$ cat src/sv/assert_macros.svh
// ----------------------------------------------------------------------------
// assert_macros.svh
// Concurrent assertion helpers, clocked on clk and disabled during rst.
// ----------------------------------------------------------------------------
`ifndef ASSERT_MACROS_SVH
`define ASSERT_MACROS_SVH

// same-cycle implication
`define SIRF_ASSERT_IMP(lbl, ante, cons) \
  lbl: assert property (@(posedge clk) disable iff (rst) (ante) |-> (cons)) \
    else $error("assertion failed");

// next-cycle implication
`define SIRF_ASSERT_NXT(lbl, ante, cons) \
  lbl: assert property (@(posedge clk) disable iff (rst) (ante) |=> (cons)) \
    else $error("assertion failed");

`endif

$ cat src/sv/sirf_pkg.sv
// ----------------------------------------------------------------------------
// sirf_pkg
// Function codes, orientation layout, sequencer states and store control.
// ----------------------------------------------------------------------------
`timescale 1ns / 1ps
`default_nettype none

package sirf_pkg;

  localparam int FUNC_W = 3;
  localparam int ROW_W  = 4;
  localparam int COL_W  = 4;
  localparam int PIN_W  = 8;
  localparam int POUT_W = 8;

  localparam logic [FUNC_W-1:0] FUNC_WRITE    = 3'd0;
  localparam logic [FUNC_W-1:0] FUNC_ROT_CW   = 3'd1;
  localparam logic [FUNC_W-1:0] FUNC_ROT_CCW  = 3'd2;
  localparam logic [FUNC_W-1:0] FUNC_FLIP_ROW = 3'd3;
  localparam logic [FUNC_W-1:0] FUNC_FLIP_COL = 3'd4;
  localparam logic [FUNC_W-1:0] FUNC_READ     = 3'd5;

  // bit 0 swaps row and column, bit 1 mirrors the row, bit 2 the column
  typedef struct packed {
    logic mcol;
    logic mrow;
    logic swap;
  } orient_t;

  typedef enum logic [4:0] {
    S_IDLE  = 5'b00001,
    S_MROW  = 5'b00010,
    S_MCOL  = 5'b00100,
    S_MEM   = 5'b01000,
    S_RDATA = 5'b10000
  } state_t;

  typedef struct packed {
    logic wr;
    logic rd;
  } store_ctl_t;

endpackage

`default_nettype wire

$ cat src/sv/sirf_store.sv
// ----------------------------------------------------------------------------
// sirf_store
// Single-port pixel store with registered read data.
// ----------------------------------------------------------------------------
`timescale 1ns / 1ps
`default_nettype none

module sirf_store
  import sirf_pkg::*;
#(
  parameter int DEPTH  = 256,
  parameter int DATA_W = 8
) (
  input  wire logic                     clk,
  input  wire store_ctl_t               ctl,
  input  wire logic [$clog2(DEPTH)-1:0] addr,
  input  wire logic [DATA_W-1:0]        wdata,
  output logic      [DATA_W-1:0]        rdata
);

  logic [DATA_W-1:0] mem [DEPTH];

  always_ff @(posedge clk) begin
    if (ctl.wr) begin
      mem[addr] <= wdata;
    end
    if (ctl.rd) begin
      rdata <= mem[addr];
    end
  end

endmodule

`default_nettype wire

$ cat src/sv/square_image_rotate_flip.sv
// ----------------------------------------------------------------------------
// square_image_rotate_flip
// SIDE x SIDE pixel store with rotations and flips kept as an orientation.
// ----------------------------------------------------------------------------
// Input stream s_axis: one word per command. tuser carries the function
// (write, rotate clockwise, rotate counter-clockwise, flip rows, flip
// columns, read); tdata carries row, column and the pixel to write.
// Output stream m_axis: one word per read, holding the pixel.
// Transforms only update a 3-bit orientation.
// Writes and reads remap the address through one shared mirror subtractor,
// a row step then a column step, then access the single-port store;
// a read then loads its pixel into the output register from S_RDATA,
// which raises m_axis_tvalid.
// s_axis_tready is high only while the sequencer is idle.
// A finished read sits in the output register; if the receiver stalls
// while a second read completes, the sequencer holds until it is taken.
// Reset clears the orientation to identity and empties the output
// register; pixel contents are undefined until written.
// ----------------------------------------------------------------------------
`timescale 1ns / 1ps
`default_nettype none

`include "assert_macros.svh"

module square_image_rotate_flip
  import sirf_pkg::*;
#(
  parameter int SIDE       = 16,
  parameter int PIXEL_BITS = 8
) (
  input  wire logic              clk,
  input  wire logic              rst,
  input  wire logic              s_axis_tvalid,
  output logic                   s_axis_tready,
  input  wire logic [15:0]       s_axis_tdata,  // row[3:0], col[7:4], pixel_in[15:8]
  input  wire logic [FUNC_W-1:0] s_axis_tuser,  // func[2:0]
  output logic                   m_axis_tvalid,
  input  wire logic              m_axis_tready,
  output logic [POUT_W-1:0]      m_axis_tdata   // pixel_out[7:0]
);

  localparam int IDX_W  = $clog2(SIDE);
  localparam int CMP_W  = (IDX_W + 1 > ROW_W) ? IDX_W + 1 : ROW_W;
  localparam int DEPTH  = SIDE * SIDE;
  localparam int ADDR_W = $clog2(DEPTH);
  localparam int PROD_W = 2 * IDX_W;
  localparam int PX_W   = (PIXEL_BITS > PIN_W) ? PIXEL_BITS : PIN_W;

  state_t                  state, state_next;
  orient_t                 orientation, orientation_next;
  logic                    op_read;
  logic                    in_range;
  logic [IDX_W-1:0]        a, b;
  logic [PIXEL_BITS-1:0]   pix;
  logic                    out_valid, out_valid_next;
  logic [POUT_W-1:0]       out_data;

  logic                    in_accept;
  logic [FUNC_W-1:0]       func;
  logic [CMP_W-1:0]        row_x, col_x;
  logic [PX_W-1:0]         pin_x, rdata_x;
  logic                    range_ok;
  logic [IDX_W-1:0]        unit_in, unit_out;
  logic [PROD_W-1:0]       addr_prod;
  logic [ADDR_W-1:0]       addr;
  logic [PIXEL_BITS-1:0]   rdata;
  store_ctl_t              ctl;
  logic                    load_out;

  assign s_axis_tready = (state == S_IDLE);
  assign in_accept     = s_axis_tvalid && s_axis_tready;
  assign func          = s_axis_tuser;
  assign row_x         = CMP_W'(s_axis_tdata[3:0]);
  assign col_x         = CMP_W'(s_axis_tdata[7:4]);
  assign pin_x         = PX_W'(s_axis_tdata[15:8]);
  assign range_ok      = (row_x < CMP_W'(SIDE)) && (col_x < CMP_W'(SIDE));

  // shared mirror unit
  assign unit_in  = (state == S_MROW) ? a : b;
  assign unit_out = IDX_W'(SIDE - 1) - unit_in;

  assign addr_prod = PROD_W'(a) * PROD_W'(SIDE) + PROD_W'(b);
  assign addr      = addr_prod[ADDR_W-1:0];

  assign ctl.wr = (state == S_MEM) && !op_read && in_range;
  assign ctl.rd = (state == S_MEM) && op_read;

  sirf_store #(
    .DEPTH  (DEPTH),
    .DATA_W (PIXEL_BITS)
  ) u_store (
    .clk   (clk),
    .ctl   (ctl),
    .addr  (addr),
    .wdata (pix),
    .rdata (rdata)
  );

  assign rdata_x  = PX_W'(rdata);
  assign load_out = (state == S_RDATA) && (!out_valid || m_axis_tready);

  always_comb begin
    state_next       = state;
    orientation_next = orientation;
    out_valid_next   = out_valid;
    if (out_valid && m_axis_tready) begin
      out_valid_next = 1'b0;
    end
    case (state)
      S_IDLE: begin
        if (in_accept) begin
          case (func)
            FUNC_WRITE, FUNC_READ: begin
              state_next = S_MROW;
            end
            FUNC_ROT_CW: begin
              if (orientation.swap) orientation_next.mcol = ~orientation.mcol;
              else                  orientation_next.mrow = ~orientation.mrow;
              orientation_next.swap = ~orientation.swap;
            end
            FUNC_ROT_CCW: begin
              if (orientation.swap) orientation_next.mrow = ~orientation.mrow;
              else                  orientation_next.mcol = ~orientation.mcol;
              orientation_next.swap = ~orientation.swap;
            end
            FUNC_FLIP_ROW: begin
              if (orientation.swap) orientation_next.mcol = ~orientation.mcol;
              else                  orientation_next.mrow = ~orientation.mrow;
            end
            FUNC_FLIP_COL: begin
              if (orientation.swap) orientation_next.mrow = ~orientation.mrow;
              else                  orientation_next.mcol = ~orientation.mcol;
            end
            default: begin
            end
          endcase
        end
      end
      S_MROW:  state_next = S_MCOL;
      S_MCOL:  state_next = S_MEM;
      S_MEM:   state_next = op_read ? S_RDATA : S_IDLE;
      S_RDATA: begin
        if (load_out) begin
          out_valid_next = 1'b1;
          state_next     = S_IDLE;
        end
      end
      default: state_next = S_IDLE;
    endcase
  end

  always_ff @(posedge clk) begin
    if (rst) begin
      state       <= S_IDLE;
      orientation <= '0;
      out_valid   <= 1'b0;
    end else begin
      state       <= state_next;
      orientation <= orientation_next;
      out_valid   <= out_valid_next;
    end
  end

  // payload: swap at accept, then mirror one index per step
  always_ff @(posedge clk) begin
    if (in_accept) begin
      op_read  <= (func == FUNC_READ);
      in_range <= range_ok;
      pix      <= pin_x[PIXEL_BITS-1:0];
      a        <= orientation.swap ? col_x[IDX_W-1:0] : row_x[IDX_W-1:0];
      b        <= orientation.swap ? row_x[IDX_W-1:0] : col_x[IDX_W-1:0];
    end
    if ((state == S_MROW) && orientation.mrow) begin
      a <= unit_out;
    end
    if ((state == S_MCOL) && orientation.mcol) begin
      b <= unit_out;
    end
    if (load_out) begin
      out_data <= in_range ? rdata_x[POUT_W-1:0] : '0;
    end
  end

  assign m_axis_tvalid = out_valid;
  assign m_axis_tdata  = out_data;

  `SIRF_ASSERT_NXT(a_accept_no_result, in_accept && !m_axis_tvalid, !m_axis_tvalid)
  `SIRF_ASSERT_IMP(a_result_from_read, $rose(m_axis_tvalid), $past(state == S_RDATA))
  `SIRF_ASSERT_IMP(a_orient_on_accept, orientation != $past(orientation), $past(in_accept))

endmodule

`default_nettype wire

$ cat config.mk
export PLATFORM = sky130hd
export DESIGN_NAME = square_image_rotate_flip
export DESIGN_NICKNAME = d
export VERILOG_FILES = /design/src/sv/sirf_pkg.sv /design/src/sv/sirf_store.sv /design/src/sv/square_image_rotate_flip.sv
export VERILOG_INCLUDE_DIRS = /design/src /design/src/sv
export SDC_FILE = /design/constraint.sdc
export NUM_CORES = 2
export LEC_CHECK = 0
export CAP_MARGIN = 20
export CORE_MARGIN = 1.5
export CORE_UTILIZATION = 56
export CTS_CLUSTER_DIAMETER = 50
export DETAILED_ROUTE_END_ITERATION = 12
export DONT_BUFFER_PORTS = 1
export PLACE_DENSITY = 0.73
export SLEW_MARGIN = 10
export SYNTH_ARGS = -nofsm -noshare
export SYNTH_HDL_FRONTEND = slang
export SYNTH_SLANG_ARGS = --single-unit
$ cat constraint.sdc
create_clock -name clk -period 5.5 [get_ports clk]
set_input_delay 0.825 -clock clk [delete_from_list [all_inputs] [get_ports clk]]
set_output_delay 0.825 -clock clk [all_outputs]
set_load 0.02 [all_outputs]
# Word-level counts from Yosys, hierarchy flattened
# Memory sizes are Yosys's and may differ from the RTL's. A register that Yosys moved wholly into a read port is not among the register bits.
# Index checks and enable logic that the tools add are counted.
# totals
output_inout_bits	10
regBits	35
ramBits	2048
memories	1
# classes
bitwise	3
n_reduce_logical	24
eq_ne	17
muxes	22
addsub	2
magnitude_cmp	2
# mem_list
name	words	width	rd	rd_clocked_by_memory_dff	write_ports	line_no	rtl
u_store.mem	256	8	1	1	1	sirf_store.sv:21	logic [DATA_W-1:0] mem [DEPTH];
# ops
operator	count
two-way mux 4 bit	7
case mux 5 bit (5 select lines)	1
two-way mux 5 bit	4
< comparator 4 x 5 -> 1 bit (second input constant)	2
AND reduction 5 bit	2
logical AND 1 bit	9
two-way mux 1 bit	9
adder 8 x 4 -> 8 bit	1
inequality test 2 x 1 -> 1 bit (second input constant)	4
OR reduction 2 bit	4
== test 3 x 2 -> 1 bit (second input constant)	2
== test 3 bit (second input constant)	2
inequality test 2 bit (second input constant)	3
AND reduction 3 bit	2
nonzero test 2 bit	3
== test 5 x 1 -> 1 bit (second input constant)	1
== test 5 x 2 -> 1 bit (second input constant)	1
== test 5 x 3 -> 1 bit (second input constant)	1
== test 5 x 4 -> 1 bit (second input constant)	1
== test 5 bit (second input constant)	1
case mux 2 bit (2 select lines)	1
subtractor 4 bit (first input constant)	1
== test 3 x 1 -> 1 bit (second input constant)	1
logical NOT 3 bit	1
3 further kinds	6

# Depth between registers and ports, before layout
# logic_depth
depth_word	5
mapped_depth	8

# Cells and area by module
# From an unflattened synthesis, not the netlist that was laid out.
# hier_totals
cells_unflattened	3664
hier_area_um2	80063.0
# by_module_without_submodules
mod	cells_each	area_each_um2	instances
sirf_store	3547	78572.9	1
square_image_rotate_flip	117	1490.2	1

# Worst setup path before layout
# OpenSTA, ideal clock, no wires.
# synth_timing
path_type	reg2reg
startpoint	register pix[0]
endpoint	memory u_store.mem[0][0] (data pin)
n_path_buf	0
t_arrival_ns	3.228
slack_ns	1.454
synth_period_minus_slack_ns	4.046
required_time_ns	4.683
stages_incl_launch_ff	1
setup_time_ns	0.817
path_cell_list	edfxtp_1
# synth_lines
element	line_no	rtl
from (decl)	square_image_rotate_flip.sv:54	logic [PIXEL_BITS-1:0] pix;
from (signal assigned)	square_image_rotate_flip.sv:169	pix <= pin_x[PIXEL_BITS-1:0];
to (decl)	sirf_store.sv:21	
# Straight into the memory's write port.

# Worst setup path after layout
# layout_timing
startpoint	register b[0]
endpoint	register u_store.rdata[6], read port of u_store.mem (data pin)
# layout_via
elab_chain_cells	1
# layout_lines
element	line_no	rtl
from (decl)	square_image_rotate_flip.sv:53	logic [IDX_W-1:0] a, b;
from (signal assigned)	square_image_rotate_flip.sv:171	b <= orientation.swap ? row_x[IDX_W-1:0] : col_x[IDX_W-1:0];
from (signal assigned)	square_image_rotate_flip.sv:177	b <= unit_out;
adder 8 x 4 -> 8 bit	square_image_rotate_flip.sv:82	assign addr_prod = PROD_W'(a) * PROD_W'(SIDE) + PROD_W'(b);
to (decl)	sirf_store.sv:18	output logic [DATA_W-1:0] rdata
# Every way passes these cells.
# A chain may end at the register's enable or synchronous reset.

==> reports/metrics.cfg <==
[setup_path]
crit_path_start_kind=flip-flop
crit_chain=buf_4 -> mux4_2 -> a22oi_1 -> a21oi_1 -> o41ai_1 -> nand4_1
cp_slowest_cell=edfxtp_1
cp.arrival_ns=4.96
crit_type=reg2reg
end_kind=flip-flop
required_ns=6.03
critPathMaxStageDelay_ns=1.07
cpLargestDelayFamily=compound AO/OA/AOI/OAI gates
path_max_fanout=37
path_buf_inv=1

[cells_and_area]
drive_gt1_share_pct=24.03
syn_to_final_growth_pct=11.15
multi_input_area_mm2=0.01620
diodes=0
seq_area_mm2=0.06267
final_nets=3750
fillers=9107

[timing]
relSlewSlack_pct=16.38
fmaxAchievable_ghz=0.2257
fin_crit_sh_pct=80.56
finClkSkew_ns=0.03043
hold_viol_final=0
tightest_slew_ns=1.238
layout_min_cycle_time_ns=4.431
rsz0062_at_grt=false
setup_viol=0
slew_viol_final=0
setup-tns-final_ns=0

[flow_run]
drv_cap=0

[drt]
wl_mm=188.3
wl_per_cell_um=32.60
drc=0
vias_per_cell=6.685
drt_first_pass_iters=6
first_iter_violations=5655
drtAntennaViolNets=0
vias=38622

[synth]
synth_cell_types=35
synth_area_leaders=edfxtp_1 (78%), mux4_2 (14%), a22oi_1 (2.4%)
yosys.area.top_type=edfxtp_1
syn_inst=3642
ys.flop_type=edfxtp_1
synthesis.area_mm2=0.07976
synth.yosys.seq_area_share_pct=78.57
synth.avg_cell_area_um2=21.90
synth_top_area_share_pct=78.34
synth_edf_count=2081
synth_seq_cells=2090
netlist_top_cells_count=edfxtp_1 (2081), mux4_2 (512), nor2_1 (268)
yosysMostFrequentCell=edfxtp_1
yosysWarnings=0
async_flop_share_pct=0
syn-num-nets=3665

[clock_tree]
ctsHoldBuffers=1
clkSinkCount=2090
clk_pin_slew_ns=0.06
cts-root-buf=clkbuf_16
clockBufferDepth=3
cts.repair.resized=0
htree_levels=4
cts_inserted_buffers=200
cts_tree=yes
clk_latency_ns=0.84
postCtsSetupRepairBufs=0

[power]
ir_drop_mv=0.3571
p_leak_nw=26.81
powerDensity_mw_per_mm2=377.0
power.total_mw=33.42

[die]
start_util_pct=56.40
die_h_um=380.4
die-area_mm2=0.1447
die_w_um=380.4
fp-row-count=138
io_pins=33
core_mm2=0.1414

[placed_design]
gp_congestion=0.8376
dp_hpwl_mm=105.7
portBuffers=0

[global_route]
grt_pass1_wl_mm=272.2
grt-ovfl-total=0
grt_max_degree=215
grt_pass1_vias=38737
track_usage_pct=26.23
antenna_found_initial=4

[run_status]
status=finished clean

[worst_hold_path]
hp-class=in2reg

-- layout by cell type (no fill, tap or decap), types with 8 or more instances in the layout --
cell type and count:
a21oi_1 140, a22oi_1 256, buf_12 22, buf_4 85, bufinv_16 14, clkbuf_1 36
clkbuf_16 202, clkinv_1 48, clkinv_2 36, dfxtp_1 9, edfxtp_1 2081, inv_6 9
mux4_2 512, nand2_1 22, nand2_2 16, nand4_1 9, nor2_1 267, o21ai_0 8
o41ai_1 27
-- registers in the layout, indices dropped and copies added, names as in the netlist --
register and flops:
a 4, b 4, m_axis_tdata 8, m_axis_tvalid 1, op_read 1, orientation 3, pix 8, state 5
u_store.mem 2048, u_store.rdata 8
-- layer usage --
metal | wire [um] | GRT usage (%) | vias to the layer above
met2 | 90320 | 40.45 | 2380
met1 | 71280 | 37.49 | 20299
met5 | 12 | 0 | -
met4 | 6466 | 9.185 | 2
li1 | - | - | 15581
met3 | 20270 | 5.937 | 360
-- worst paths after layout --
path                        from          endpoint  slack [ns]  cells after the start
setup / recovery            b[0]  u_store.rdata[6]        1.07                      6
hold / removal               rst          state[3]        0.06                      1
setup reg to reg            b[0]  u_store.rdata[6]        1.07                      6
hold reg to reg   orientation[1]    orientation[1]        0.53                      2
-- kinds of logic after synthesis --
group | Yosys count | share of synthesized area [%]
and+or+nand+nor | 355 | 1.829
xor gates and xnor gates | 6 | 0.06588
muxes | 520 | 14.56
buffers and inverters | 232 | 1.252
AOI/OAI and AO/OA | 439 | 3.719
DFF | 2090 | 78.57
-- metrics by stage --
stage / setup WS [ns] / util, % / hold slack [ns] / instances / instance area [um^2]
after floorplan: 1.454 / - / 0.4003 / 3642 / 79760
after global placement: 0.8930 / 58.20 / 0.5035 / 5413 / 82300
after detailed placement: 1.020 / 58.25 / 0.5129 / 5414 / 82370
after CTS: 0.9665 / 62.69 / 0.001160 / 5777 / 88650
after global routing: 0.9092 / 62.69 / 0.02995 / 5777 / 88650
final: 1.069 / 62.69 / 0.05640 / 5777 / 88650
-- final cells by class --
class	instances	area share, %
clock inverters	124	1.224
well taps	1890	2.667
multi-input cells	1320	18.28
flip-flops and latches	2090	70.69
clock buffers	238	5.854
inverters	6	0.02540
repair buffers	109	1.259
-- report_power, final --
group	leakage (nW)	switching [mW]	internal [mW]	total [mW]
logic	4.96	1.53	0.901	2.43
registers	18.8	0.0465	17.7	17.7
clock network	3.07	5.84	7.41	13.2
total	26.8	7.42	26.0	33.4
(Power assumes the default switching activity.)
